[src/rtl/assert_macros.svh]
// Assertion macros for the RTL of the alarm table scheduler (used by alarm_table_scheduler).
// Expects a clock named clk and an active-low reset named rst_n in scope.
`ifndef ASSERT_MACROS_SVH
`define ASSERT_MACROS_SVH

// Same-cycle implication, checked at every rising edge outside reset.
`define ATS_ASSERT_NOW(lbl, ante, cons, msg) \
  lbl: assert property (@(posedge clk) disable iff (!rst_n) (ante) |-> (cons)) \
    else $error(msg);

// Next-cycle implication.
`define ATS_ASSERT_NEXT(lbl, ante, cons, msg) \
  lbl: assert property (@(posedge clk) disable iff (!rst_n) (ante) |=> (cons)) \
    else $error(msg);

`endif

[src/rtl/ats_pkg.sv]
// Shared types and constants of the alarm table scheduler.
// Used by ats_ctrl, ats_dp, alarm_table_scheduler and the sim files; no dependencies.
`default_nettype none

package ats_pkg;

  localparam int TABLE_DEPTH = 8;
  localparam int IDX_W       = (TABLE_DEPTH > 1) ? $clog2(TABLE_DEPTH) : 1;
  localparam int CNT_W       = $clog2(TABLE_DEPTH + 1);

  localparam int IN_W        = 90;
  localparam int IN_TDATA_W  = ((IN_W + 7) / 8) * 8;
  localparam int OUT_W       = 72;
  localparam int OUT_TDATA_W = ((OUT_W + 7) / 8) * 8;
  localparam int CFG_IDX_W   = 1;
  localparam int CFG_DATA_W  = 32;
  localparam int COUNT_W     = 7;

  localparam logic [7:0]  MAX_HOUR   = 8'd23;
  localparam logic [7:0]  MAX_MINUTE = 8'd59;
  localparam logic [31:0] BUZZ_LIMIT_RST = 32'd60000;
  localparam logic [31:0] SNOOZE_RST     = 32'd300000;

  // Register indexes
  localparam logic [CFG_IDX_W-1:0] CFG_BUZZ_LIMIT = 1'b0;
  localparam logic [CFG_IDX_W-1:0] CFG_SNOOZE_LEN = 1'b1;

  // Request codes
  localparam logic [3:0] REQ_TICK    = 4'd0;
  localparam logic [3:0] REQ_ADD_REP = 4'd1;
  localparam logic [3:0] REQ_ADD_ONE = 4'd2;
  localparam logic [3:0] REQ_REMOVE  = 4'd3;
  localparam logic [3:0] REQ_ENABLE  = 4'd4;
  localparam logic [3:0] REQ_MODIFY  = 4'd5;
  localparam logic [3:0] REQ_SNOOZE  = 4'd6;
  localparam logic [3:0] REQ_DISMISS = 4'd7;
  localparam logic [3:0] REQ_CLEAR   = 4'd8;
  localparam logic [3:0] REQ_READ    = 4'd9;

  typedef enum logic [1:0] {
    AS_IDLE   = 2'd0,
    AS_TRIG   = 2'd1,
    AS_SNOOZE = 2'd2,
    AS_WAIT   = 2'd3
  } alarm_state_t;

  typedef enum logic [1:0] {
    CS_IDLE    = 2'd0,
    CS_SCAN    = 2'd1,
    CS_COMPACT = 2'd2,
    CS_EXEC    = 2'd3
  } ctl_state_t;

  typedef struct packed {
    logic [7:0]  id;
    logic [4:0]  hour;
    logic [5:0]  minute;
    logic [7:0]  mask;
    logic        en;
    logic        rep;
    logic [15:0] date;
  } entry_t;

  // Input item, last field in the low bits
  typedef struct packed {
    logic        enable_flag;
    logic [7:0]  alarm_id;
    logic [15:0] date_day;
    logic [7:0]  day_mask;
    logic [2:0]  weekday;
    logic [7:0]  minute;
    logic [7:0]  hour;
    logic        pill_box_open;
    logic        rtc_valid;
    logic [31:0] now_ms;
    logic [3:0]  req_type;
  } in_item_t;

  // Result item, last field in the low bits
  typedef struct packed {
    logic               rd_repeating;
    logic               rd_enabled;
    logic [7:0]         rd_day_mask;
    logic [5:0]         rd_minute;
    logic [4:0]         rd_hour;
    logic [COUNT_W-1:0] alarm_count;
    logic [31:0]        elapsed_ms;
    logic               buzzer_on;
    logic [7:0]         active_id;
    logic [1:0]         alarm_state;
    logic               ok;
  } out_item_t;

  typedef struct packed {
    logic load;
    logic scan;
    logic compact;
    logic exec;
  } ats_cmd_t;

  typedef struct packed {
    logic scan_end;
    logic hit;
    logic is_remove;
    logic compact_end;
    logic out_free;
  } ats_sts_t;

endpackage

`default_nettype wire

[src/rtl/ats_ctrl.sv]
// Sequencer of the alarm table scheduler: accept, table scan, compaction, execute.
// Depends on ats_pkg.
`default_nettype none

module ats_ctrl import ats_pkg::*; (
  input  wire      clk,
  input  wire      rst_n,
  input  wire      in_tvalid,
  output logic     in_tready,
  input  ats_sts_t sts,
  output ats_cmd_t cmd
);

  ctl_state_t state_r, state_nxt;

  always_ff @(posedge clk) begin
    if (!rst_n) begin
      state_r <= CS_IDLE;
    end else begin
      state_r <= state_nxt;
    end
  end

  always_comb begin
    state_nxt = state_r;
    case (state_r)
      CS_IDLE: begin
        if (in_tvalid) state_nxt = CS_SCAN;
      end
      CS_SCAN: begin
        if (sts.scan_end) begin
          state_nxt = CS_EXEC;
        end else if (sts.hit) begin
          state_nxt = sts.is_remove ? CS_COMPACT : CS_EXEC;
        end
      end
      CS_COMPACT: begin
        if (sts.compact_end) state_nxt = CS_EXEC;
      end
      CS_EXEC: begin
        if (sts.out_free) state_nxt = CS_IDLE;
      end
      default: state_nxt = CS_IDLE;
    endcase
  end

  always_comb begin
    in_tready   = 1'b0;
    cmd         = '0;
    case (state_r)
      CS_IDLE: begin
        in_tready = 1'b1;
        cmd.load  = in_tvalid;
      end
      CS_SCAN:    cmd.scan    = 1'b1;
      CS_COMPACT: cmd.compact = 1'b1;
      CS_EXEC:    cmd.exec    = sts.out_free;
      default: begin
        in_tready = 1'b0;
      end
    endcase
  end

endmodule

`default_nettype wire

[src/rtl/ats_dp.sv]
// Datapath of the alarm table scheduler: alarm table, scan index, alarm
// state registers, config registers and the result register. Depends on ats_pkg.
`default_nettype none

module ats_dp import ats_pkg::*; (
  input  wire                    clk,
  input  wire                    rst_n,
  input  wire                    cfg_we,
  input  wire  [CFG_IDX_W-1:0]   cfg_index,
  input  wire  [CFG_DATA_W-1:0]  cfg_wdata,
  input  wire  [IN_TDATA_W-1:0]  in_tdata,
  input  wire                    out_tready,
  input  ats_cmd_t               cmd,
  output ats_sts_t               sts,
  output logic                   out_tvalid,
  output logic [OUT_TDATA_W-1:0] out_tdata
);

  logic [31:0]        limit_r, snooze_r;
  in_item_t           in_r;
  entry_t             tbl_r [TABLE_DEPTH];
  logic [CNT_W-1:0]   cnt_r, cnt_nxt;
  logic [CNT_W-1:0]   idx_r;
  logic               hit_r;
  alarm_state_t       ast_r, ast_nxt;
  logic [7:0]         sid_r, sid_nxt;
  logic [31:0]        tstart_r, tstart_nxt;
  logic [31:0]        sstart_r, sstart_nxt;
  logic               buzz_r, buzz_nxt;
  logic               out_valid_r;
  out_item_t          out_r, out_nxt;

  // single read port: next entry while compacting, current entry otherwise
  logic [CNT_W-1:0]   idx_p1;
  logic [IDX_W-1:0]   rd_addr;
  entry_t             rd_e;
  logic               match, time_ok, slot_hit;
  logic [31:0]        diff_t, diff_s;

  logic               tbl_we;
  logic [IDX_W-1:0]   tbl_wa;
  entry_t             tbl_wd;

  assign idx_p1  = idx_r + CNT_W'(1);
  assign rd_addr = cmd.compact ? idx_p1[IDX_W-1:0] : idx_r[IDX_W-1:0];
  assign rd_e    = tbl_r[rd_addr];

  // match: ticks need an enabled entry, time, then one-time date or weekday mask; other requests match by id
  always_comb begin
    slot_hit = (in_r.hour == {3'b000, rd_e.hour}) && (in_r.minute == {2'b00, rd_e.minute});
    if (!rd_e.rep) begin
      slot_hit = slot_hit && (in_r.date_day == rd_e.date);
    end else if (rd_e.mask != 8'd0) begin
      slot_hit = slot_hit && rd_e.mask[in_r.weekday];
    end
    if (in_r.req_type == REQ_TICK) begin
      match = rd_e.en && slot_hit;
    end else begin
      match = (rd_e.id == in_r.alarm_id);
    end
  end

  assign time_ok = (in_r.hour <= MAX_HOUR) && (in_r.minute <= MAX_MINUTE);
  assign diff_t  = in_r.now_ms - tstart_r;
  assign diff_s  = in_r.now_ms - sstart_r;

  assign sts.scan_end    = (idx_r >= cnt_r);
  assign sts.hit         = match;
  assign sts.is_remove   = (in_r.req_type == REQ_REMOVE);
  assign sts.compact_end = (idx_p1 >= cnt_r);
  assign sts.out_free    = !out_valid_r || out_tready;

  // request execution
  always_comb begin
    cnt_nxt    = cnt_r;
    ast_nxt    = ast_r;
    sid_nxt    = sid_r;
    tstart_nxt = tstart_r;
    sstart_nxt = sstart_r;
    buzz_nxt   = buzz_r;
    tbl_we     = 1'b0;
    tbl_wa     = idx_r[IDX_W-1:0];
    tbl_wd     = rd_e;
    out_nxt    = '0;

    if (cmd.compact && !sts.compact_end) begin
      tbl_we = 1'b1;
    end

    // elapsed follows the start time: unchanged start -> diff_t
    out_nxt.elapsed_ms = diff_t;

    case (in_r.req_type)
      REQ_TICK: begin
        out_nxt.ok = in_r.rtc_valid;
        if (in_r.rtc_valid) begin
          case (ast_r)
            AS_IDLE: begin
              if (hit_r) begin
                ast_nxt            = AS_TRIG;
                sid_nxt            = rd_e.id;
                tstart_nxt         = in_r.now_ms;
                buzz_nxt           = 1'b1;
                out_nxt.elapsed_ms = 32'd0;
              end
            end
            AS_TRIG: begin
              if (in_r.pill_box_open) begin
                ast_nxt            = AS_WAIT;
                sid_nxt            = 8'd0;
                tstart_nxt         = 32'd0;
                buzz_nxt           = 1'b0;
                out_nxt.elapsed_ms = in_r.now_ms;
              end else if (diff_t >= limit_r) begin
                ast_nxt    = AS_IDLE;
                sid_nxt    = 8'd0;
                tstart_nxt = 32'd0;
                buzz_nxt   = 1'b0;
              end else begin
                buzz_nxt = 1'b1;
              end
            end
            AS_SNOOZE: begin
              if (diff_s >= snooze_r) begin
                ast_nxt            = AS_TRIG;
                tstart_nxt         = in_r.now_ms;
                out_nxt.elapsed_ms = 32'd0;
              end
            end
            AS_WAIT: begin
              if (!in_r.pill_box_open) begin
                ast_nxt = AS_IDLE;
                sid_nxt = 8'd0;
              end
            end
            default: ast_nxt = AS_IDLE;
          endcase
        end
      end
      REQ_ADD_REP, REQ_ADD_ONE: begin
        if ((cnt_r < CNT_W'(TABLE_DEPTH)) && time_ok) begin
          out_nxt.ok    = 1'b1;
          tbl_we        = cmd.exec;
          tbl_wa        = cnt_r[IDX_W-1:0];
          tbl_wd.id     = 8'(cnt_r) + 8'd1;
          tbl_wd.hour   = in_r.hour[4:0];
          tbl_wd.minute = in_r.minute[5:0];
          tbl_wd.en     = 1'b1;
          if (in_r.req_type == REQ_ADD_REP) begin
            tbl_wd.rep  = 1'b1;
            tbl_wd.mask = in_r.day_mask;
            tbl_wd.date = 16'd0;
          end else begin
            tbl_wd.rep  = 1'b0;
            tbl_wd.mask = 8'd0;
            tbl_wd.date = in_r.date_day;
          end
          cnt_nxt = cnt_r + CNT_W'(1);
        end
      end
      REQ_REMOVE: begin
        if (hit_r) begin
          out_nxt.ok = 1'b1;
          cnt_nxt    = cnt_r - CNT_W'(1);
        end
      end
      REQ_ENABLE: begin
        if (hit_r) begin
          out_nxt.ok = 1'b1;
          tbl_we     = cmd.exec;
          tbl_wd.en  = in_r.enable_flag;
        end
      end
      REQ_MODIFY: begin
        if (hit_r && time_ok) begin
          out_nxt.ok    = 1'b1;
          tbl_we        = cmd.exec;
          tbl_wd.hour   = in_r.hour[4:0];
          tbl_wd.minute = in_r.minute[5:0];
          tbl_wd.mask   = in_r.day_mask;
        end
      end
      REQ_SNOOZE: begin
        if (ast_r == AS_TRIG) begin
          out_nxt.ok = 1'b1;
          ast_nxt    = AS_SNOOZE;
          sstart_nxt = in_r.now_ms;
          buzz_nxt   = 1'b0;
        end
      end
      REQ_DISMISS: begin
        out_nxt.ok = 1'b1;
        ast_nxt    = AS_IDLE;
        sid_nxt    = 8'd0;
        tstart_nxt = 32'd0;
        buzz_nxt   = 1'b0;
      end
      REQ_CLEAR: begin
        out_nxt.ok = 1'b1;
        cnt_nxt    = '0;
      end
      REQ_READ: begin
        if (hit_r) begin
          out_nxt.ok           = 1'b1;
          out_nxt.rd_hour      = rd_e.hour;
          out_nxt.rd_minute    = rd_e.minute;
          out_nxt.rd_day_mask  = rd_e.mask;
          out_nxt.rd_enabled   = rd_e.en;
          out_nxt.rd_repeating = rd_e.rep;
        end
      end
      default: out_nxt.ok = 1'b0;
    endcase

    if ((ast_nxt != AS_TRIG) && (ast_nxt != AS_WAIT)) begin
      out_nxt.elapsed_ms = 32'd0;
    end
    out_nxt.alarm_state = ast_nxt;
    out_nxt.active_id   = sid_nxt;
    out_nxt.buzzer_on   = buzz_nxt;
    out_nxt.alarm_count = COUNT_W'(cnt_nxt);
  end

  // table: no reset, entries at or above the count are never used
  always_ff @(posedge clk) begin
    if (tbl_we) tbl_r[tbl_wa] <= tbl_wd;
  end

  always_ff @(posedge clk) begin
    if (cmd.load) in_r <= in_item_t'(in_tdata[IN_W-1:0]);
    if (cmd.exec) out_r <= out_nxt;
  end

  always_ff @(posedge clk) begin
    if (!rst_n) begin
      limit_r     <= BUZZ_LIMIT_RST;
      snooze_r    <= SNOOZE_RST;
      cnt_r       <= '0;
      idx_r       <= '0;
      hit_r       <= 1'b0;
      ast_r       <= AS_IDLE;
      sid_r       <= 8'd0;
      tstart_r    <= 32'd0;
      sstart_r    <= 32'd0;
      buzz_r      <= 1'b0;
      out_valid_r <= 1'b0;
    end else begin
      if (cfg_we) begin
        case (cfg_index)
          CFG_BUZZ_LIMIT: limit_r  <= cfg_wdata;
          CFG_SNOOZE_LEN: snooze_r <= cfg_wdata;
          default: ;
        endcase
      end
      if (cmd.load) begin
        idx_r <= '0;
        hit_r <= 1'b0;
      end else if (cmd.scan && !sts.scan_end) begin
        if (match) hit_r <= 1'b1;
        else       idx_r <= idx_p1;
      end else if (cmd.compact && !sts.compact_end) begin
        idx_r <= idx_p1;
      end
      if (cmd.exec) begin
        cnt_r       <= cnt_nxt;
        ast_r       <= ast_nxt;
        sid_r       <= sid_nxt;
        tstart_r    <= tstart_nxt;
        sstart_r    <= sstart_nxt;
        buzz_r      <= buzz_nxt;
        out_valid_r <= 1'b1;
      end else if (out_tready) begin
        out_valid_r <= 1'b0;
      end
    end
  end

  assign out_tvalid = out_valid_r;
  assign out_tdata  = OUT_TDATA_W'(out_r);

endmodule

`default_nettype wire

[src/rtl/alarm_table_scheduler.sv]
// Alarm table scheduler: one result item per request item. Each item passes an
// accept step, a one-entry-per-cycle table scan, a one-entry-per-cycle
// compaction on remove, and an execute step that loads the result register
// once that register is free. The result is valid in the cycle after the
// execute step and waits there.
// Reset (rst_n low, synchronous) empties the table and idles the alarm.
`default_nettype none
`include "assert_macros.svh"

module alarm_table_scheduler import ats_pkg::*; (
  input  wire                    clk,
  input  wire                    rst_n,
  // Configuration write port
  input  wire                    cfg_we,
  input  wire  [CFG_IDX_W-1:0]   cfg_index,   // 0 buzz_limit_ms, 1 snooze_length_ms
  input  wire  [CFG_DATA_W-1:0]  cfg_wdata,
  // Request items
  input  wire                    in_tvalid,
  output logic                   in_tready,
  // req_type[3:0], now_ms[35:4], rtc_valid[36], pill_box_open[37], hour[45:38],
  // minute[53:46], weekday[56:54], day_mask[64:57], date_day[80:65],
  // alarm_id[88:81], enable_flag[89], zero pad above
  input  wire  [IN_TDATA_W-1:0]  in_tdata,
  // Result items
  output logic                   out_tvalid,
  input  wire                    out_tready,
  // ok[0], alarm_state[2:1], active_id[10:3], buzzer_on[11], elapsed_ms[43:12],
  // alarm_count[50:44], rd_hour[55:51], rd_minute[61:56], rd_day_mask[69:62],
  // rd_enabled[70], rd_repeating[71]
  output logic [OUT_TDATA_W-1:0] out_tdata
);

  ats_cmd_t cmd;
  ats_sts_t sts;

  // Sequencer: walks each item through scan, optional compaction and execute.
  ats_ctrl u_ctrl (
    .clk       (clk),
    .rst_n     (rst_n),
    .in_tvalid (in_tvalid),
    .in_tready (in_tready),
    .sts       (sts),
    .cmd       (cmd)
  );

  // Datapath: table, alarm state, timers, config and result register.
  ats_dp u_dp (
    .clk        (clk),
    .rst_n      (rst_n),
    .cfg_we     (cfg_we),
    .cfg_index  (cfg_index),
    .cfg_wdata  (cfg_wdata),
    .in_tdata   (in_tdata),
    .out_tready (out_tready),
    .cmd        (cmd),
    .sts        (sts),
    .out_tvalid (out_tvalid),
    .out_tdata  (out_tdata)
  );

  // Result view for the checks below
  out_item_t res;
  assign res = out_item_t'(out_tdata[OUT_W-1:0]);

  // Buzzer only sounds while triggered
  `ATS_ASSERT_NOW(a_buzz_trig, out_tvalid && res.buzzer_on, res.alarm_state == AS_TRIG, "buzzer on outside triggered state")
  // An active id exists only while triggered or snoozed
  `ATS_ASSERT_NOW(a_id_state, out_tvalid && (res.active_id != 8'd0), (res.alarm_state == AS_TRIG) || (res.alarm_state == AS_SNOOZE), "active id in wrong state")
  // Elapsed time is reported only while triggered or waiting
  `ATS_ASSERT_NOW(a_elapsed, out_tvalid && (res.elapsed_ms != 32'd0), (res.alarm_state == AS_TRIG) || (res.alarm_state == AS_WAIT), "elapsed time in wrong state")
  // Table never overfills
  `ATS_ASSERT_NOW(a_count, out_tvalid, res.alarm_count <= COUNT_W'(TABLE_DEPTH), "table count above depth")
  // One item in flight: no acceptance right after an acceptance
  `ATS_ASSERT_NEXT(a_one_item, in_tvalid && in_tready, !in_tready, "item accepted while busy")

endmodule

`default_nettype wire

[config.mk]
export PLATFORM = sky130hd
export DESIGN_NAME = alarm_table_scheduler
export DESIGN_NICKNAME = d
export VERILOG_FILES = /design/src/rtl/ats_pkg.sv /design/src/rtl/ats_ctrl.sv /design/src/rtl/ats_dp.sv /design/src/rtl/alarm_table_scheduler.sv
export VERILOG_INCLUDE_DIRS = /design/src /design/src/rtl
export SDC_FILE = /design/constraint.sdc
export NUM_CORES = 1
export LEC_CHECK = 0
export BUFFER_PORTS_ARGS = -buffer_cell sky130_fd_sc_hd__buf_2
export CAP_MARGIN = 30
export CORE_UTILIZATION = 45
export CTS_CLUSTER_SIZE = 28
export DETAILED_ROUTE_END_ITERATION = 10
export GPL_TIMING_DRIVEN = 0
export PLACE_DENSITY = 0.62
export SYNTH_ARGS = -nofsm -noshare
export SYNTH_HDL_FRONTEND = slang
export SYNTH_HIERARCHICAL = 1
export SYNTH_SLANG_ARGS = --single-unit
[constraint.sdc]
create_clock -name clk -period 14.55 [get_ports clk]
set_clock_uncertainty 0.2 [all_clocks]
set_input_delay 3.6375 -clock clk [delete_from_list [all_inputs] [get_ports clk]]
set_output_delay 3.6375 -clock clk [all_outputs]
set_load 0.02 [all_outputs]
After elaboration in Yosys (flattened, before gate mapping)
Memories as Yosys holds them, arrays and structs flattened.
Index checks and enable logic that the tools add are counted.
W data, S select, Z words.
- register bits after elaboration: 310
- RAM bits: 360
- input port bits: 134
- output and inout bits: 74
- logic and storage cells: 200
- memories: 1
- memories (memory ; depth ; width ; read ports ; clocked after memory_dff ; write ports ; RTL line ; RTL):
    u_dp.tbl_r ; 8 ; 45 ; 1 ; 0 ; 1 ; ats_dp.sv:21 ; entry_t tbl_r [TABLE_DEPTH];
- add/subtract/negate cells: 6
- order comparisons: 8
- equality and inequality tests: 31
- multiplexer cells: 85
- bitwise gates (word level): 2
- reduce and logical (&&, ||, !) cells: 33
- operators by type and width (kind ; count):
    $mux W32 ; 10
    $pmux W32 S3 ; 2
    $ge A32 B32 Y1 ; 2
    $pmux W32 S2 ; 1
    $sub A32 B32 Y32 ; 2
    $mux W8 ; 7
    $mux W45 ; 1
    $pmux W19 S2 ; 1
    $mux W17 ; 2
    $mux W1 ; 28
    $mux W2 ; 12
    $pmux W8 S3 ; 1
    $mux W4 ; 5
    $mux W19 ; 1
    $eq A16 B16 Y1 ; 1
    $eq A4 B3 Y1 const B ; 4
    $pmux W2 S4 ; 2
    $pmux W8 S2 ; 1
    $pmux W4 S3 ; 1
    $logic_and A1 B1 Y1 ; 10
    $reduce_and A2 Y1 ; 5
    $mux W3 ; 3
    $add A4 B1 Y4 const B ; 2
    $eq A2 B2 Y1 const B ; 4
    other kinds (38) ; 57

Depth between registers and ports, before layout
An unclocked memory read counts as a cell.
- depth after elaboration: 14
- gate-level depth with buffers: 26
- mapped depth without buffers: 25

Cells and area by module
Netlist, hierarchy kept.
- modules (own cells, without submodules) (module ; instances ; cells each ; area an instance (sq um) ; sequential area each (sq um)):
    ats_dp ; 1 ; 2992 ; 35637.9 ; 18567.8
    ats_ctrl ; 1 ; 24 ; 203.9 ; 40.0

Least setup slack after synthesis
OpenSTA, ideal clock, no wires.
- path kind: input to register
- start: input out_tready
- end: memory u_dp/tbl_r[4][0] in the netlist's numbering (enable)
- library setup time: 0.448 ns
- arrival: 8.174 ns
- required time: 13.902 ns
- setup slack: 5.728 ns
- stages: 7
- path buffers: 1
- cell sequence: nand2b_1 > and2_1 > clkbuf_1 > nand4_1 > mux2i_1 > nand2_1 > nor2_1
- RTL lines (what ; RTL line ; RTL):
    start, declared ; alarm_table_scheduler.sv:26 ; input wire out_tready,
    end, declared ; ats_dp.sv:21 ;

Final worst setup path
- start: register u_dp/in_r[4] in the netlist's numbering
- end: register u_dp.out_r (netlist bit u_dp/out_tdata[15]) (data pin)
- longest elaborated chain between the ends: 9
- elaborated cells between the ends (all ways): 19
- those cells by class: add/sub: 2; order compare: 2; eq/ne: 2; mux: 12; reduce/logical: 1
- RTL lines (what ; RTL line ; RTL):
    start, declared ; ats_dp.sv:20 ; in_item_t in_r;
    start signal, assigned ; ats_dp.sv:230 ; if (cmd.load) in_r <= in_item_t'(in_tdata[IN_W-1:0]);
    $sub A32 B32 Y32 ; ats_dp.sv:64 ; assign diff_t = in_r.now_ms - tstart_r;
    $ge A32 B32 Y1 ; ats_dp.sv:114 ; end else if (diff_t >= limit_r) begin
    $mux W2 ; ats_dp.sv:114 ;
    $mux W2 ; ats_dp.sv:108 ; if (in_r.pill_box_open) begin
    $pmux W2 S4 ; ats_dp.sv:97 ; case (ast_r)
    $mux W2 ; ats_dp.sv:96 ; if (in_r.rtc_valid) begin
    $pmux W2 S3 ; ats_dp.sv:93 ; case (in_r.req_type)
    $ne A2 B1 Y1 or $ne A2 B2 Y1 (tied branches) ; ats_dp.sv:215 ; if ((ast_nxt != AS_TRIG) && (ast_nxt != AS_WAIT)) begin
    $logic_and A1 B1 Y1 ; ats_dp.sv:215 ;
    end signal, assigned ; ats_dp.sv:231 ; if (cmd.exec) out_r <= out_nxt;
    end, declared ; ats_dp.sv:31 ; out_item_t out_r, out_nxt;
Parallel ways exist; a longest one is shown, timed or not.
A chain may end at the register's enable or synchronous reset.

==> flow_metrics.py <==
metrics = {
    "outcome": {
        "status": "finished, final reports clean",
    },
    "global_routing": {
        "antenna_found_initial": 3,
        "grt_pass1_wl_microns": 163000,
        "grt_max_degree": 55,
        "grt_usage_pct": 27.0,
        "grt_overflow_total": 0,
        "grt_pass1_vias": 26600,
    },
    "synthesis": {
        "yosys.area_share.simple_pct": 9.58,
        "syn_inst": 3016,
        "synthAdderAreaFrac_pct": 5.03,
        "synthFlopType": "edfxtp_1",
        "synthMuxAreaShare_pct": 15.5,
        "synth_edf_count": 519,
        "synth.distinct_cells": 95,
        "yosysWarnings": 6,
        "synth_top_family_by_area": "multiplexers",
        "syn_area_sq_um": 35800,
        "yosys.area_share.xor_xnor_pct": 3.17,
        "synth-async-reset-ratio_pct": 0,
        "synth_compound_area_share_pct": 10.6,
        "synth-seq-cells": 670,
        "avgSynthCellArea_sq_um": 11.9,
        "yosysSeqAreaShare_pct": 51.9,
    },
    "clocking": {
        "clock-sinks": 670,
        "cts_tree": "done",
        "cts_buffer_depth": 3,
        "cts-htree-levels": 3,
        "clock-root-buffer": "clkbuf_16",
        "clkTransAtPathRegs_ps": 60,
        "cts_resized": 0,
        "postCtsHoldBufs": 0,
        "numCtsBuffers": 78,
        "clock_latency_ps": 630,
        "post_cts_buffers": 0,
    },
    "timing": {
        "rsz0062_at_grt": "no",
        "setup_viol": 0,
        "final-max-slew-violation-count": 0,
        "fin_setup_tns_ps": 0,
        "max_slew_margin_pct": 33.8,
        "worst_pin_slew_ps": 983,
        "finalCriticalPeriod_ps": 7960,
        "hold_viol_final": 0,
        "max_freq_ghz": 0.126,
        "fin_crit_sh_pct": 54.7,
    },
    "die": {
        "die_h_microns": 284,
        "core.rowCount": 103,
        "ioPinCount": 208,
        "core-area_sq_um": 78900,
        "start_util_pct": 45.4,
        "fp.dieW_microns": 284,
        "fp.dieArea_sq_um": 80800,
    },
    "setup_path": {
        "worstSetupStartpoint": "u_dp/in_r[4]$_DFFE_PP_",
        "r2r_start": "u_dp/in_r[4]$_DFFE_PP_",
        "cp_data_required_time_ps": 14700,
        "critical_path_class": "reg -> reg",
        "critPathLaunchType": "flip-flop",
        "crit_path_max_fanout": 10,
        "end_kind": "flip-flop",
        "critPathArrivalTime_ps": 8100,
    },
    "final_layout": {
        "area_growth_pct": 15.0,
        "fin_nets": 3597,
        "final_common_cell": "edfxtp_1",
        "drive_above_1_share_pct": 16.5,
        "layout_common_cells": "519 x edfxtp_1, 346 x nand2_1, 324 x mux2i_1",
        "post-route-cell-area_sq_um": 41200,
    },
    "route": {
        "wl_microns": 110000,
        "vias": 26200,
        "drc": 0,
        "post_drt_via_cell_ratio": 5.92,
        "first_pass_iters": 7,
        "drtIter0Drc": 2301,
        "wl_per_cell_microns": 24.9,
        "ant_nets": 0,
    },
    "min_path": {
        "hp-class": "reg -> reg",
        "min_from": "u_dp/tstart_r[30]$_SDFFE_PN0P_",
    },
    "run": {
        "maxCapViolCount": 0,
    },
    "place": {
        "dp_hpwl_microns": 81100,
        "dpl_cell_area_sq_um": 38700,
        "port_buffers": 198,
        "gp_congestion": 0.951,
    },
    "power_and_ir_drop": {
        "clock_power_share_pct": 32.2,
        "power.internal_uw": 4070,
        "switchingPower_uw": 1920,
        "switching_share_pct": 32.1,
        "leakagePower_uw": 0.0140,
        "powerDensity_nw_per_um2": 145,
        "seq_power_share_pct": 40.1,
        "pwr-share-comb_pct": 27.7,
        "vdd_ir_drop_max_mv": 0.105,
    },
}
==> final timing paths <==
check                                      to  slack (ps)  cells past startpoint
min reg2reg    u_dp/tstart_r[30]$_SDFFE_PN0P_         250                      2
min            u_dp/tstart_r[30]$_SDFFE_PN0P_         250                      2
max reg2reg  u_dp/out_tdata[15]$_SDFFCE_PP0P_        6590                     24
max          u_dp/out_tdata[15]$_SDFFCE_PP0P_        6590                     24
==> layer usage <==
metal  routed length [microns]  part of all wire [%]  vias to the layer above  GRT usage (%)
li1                          -                     -                    11800              -
met1                     42900                    39                    13100           33.0
met2                     55200                    50                     1068           47.4
met3                      7680                   6.9                      264           4.25
met4                      4670                   4.2                        2           10.9
met5                        11                 0.010                        -              0
==> worst max-delay path, stage by stage (launching register included) <==
cell      delay, ps
edfxtp_1        480
inv_1           120
ha_1            290
inv_1            80
fa_1            420
a21o_1          190
a21oi_1         280
o21ai_0         200
a21boi_0        640
a211o_1         320
a311oi_2        220
a221o_1         400
xor2_1          370
ha_1            210
nand4_1         130
nor4_1          480
nor2b_1         280
o311a_1         190
or3b_1          200
a21oi_1         110
o211ai_1        410
and2_1          190
clkbuf_1        630
buf_2           490
nor2_1          130
==> cells in the mapped netlist (38+ instances only) <==
library cell / instances / share of area, %
nand3_1: 62 / 0.87
o21ai_0: 56 / 0.78
mux2i_1: 324 / 9.0
a21oi_1: 111 / 1.5
edfxtp_1: 519 / 43
o21ai_1: 43 / 0.60
xor2_1: 38 / 0.93
ha_1: 141 / 4.9
a21boi_0: 88 / 1.8
nor2_1: 135 / 1.4
nand2_1: 346 / 3.6
mux4_2: 94 / 5.9
xnor2_1: 90 / 2.2
dfxtp_1: 151 / 8.4
clkbuf_1: 79 / 0.83
inv_1: 165 / 1.7
buf_2: 38 / 0.53
==> layout make-up <==
class	count	area [sq um]
fill	6848	37700
sequential	670	18600
multi-input combinational	2015	15800
clock buffer	102	2140
timing repair buffer	222	1450
tap	1050	1310
buffer	166	885
inverter	167	627
clock inverter	40	380
antenna	1	2.50
==> state kept, by name (all words and copies together) (netlist names), 4 cells and up <==
register,count
u_dp/sid_r,8
u_dp/idx_r,4
u_dp/tstart_r,32
u_dp/out_tdata,69
u_dp/tbl_r,360
u_dp/cnt_r,4
u_dp/in_r,90
u_dp/snooze_r,32
u_dp/sstart_r,32
u_dp/limit_r,32
==> power by group through the flow <==
stage                     Clock [uW]  Sequential (uW)  Combinational [uW]
after global placement             0             2450                1580
after floorplan                    0             2410                1120
after CTS                       1960             2400                1640
after detailed placement           0             2430                1630
after global routing            2030             2410                1800
final                           1930             2400                1660
==> metrics by stage <==
step                util [%]  setup slack (ps)  hold WS (ps)  total power, uW  instances
floorplan                  -              5730           228             3530       3018
global placement        48.4              1430           237             4030       4266
global route            52.2              6220           275             6240       4432
detailed placement      49.0              6610           241             4070       4290
CTS                     52.2              6570           254             6000       4432
finish                  52.3              6590           252             5990       4433
==> cell families after synthesis <==
family / after synthesis
AOI/OAI and AO/OA: 556
xor gates and xnor gates: 129
adders and majority gates: 143
buffers and inverters: 333
DFF: 670
muxes: 434
other: 1
and+or+nand+nor: 750
(Power assumes the default switching activity.)
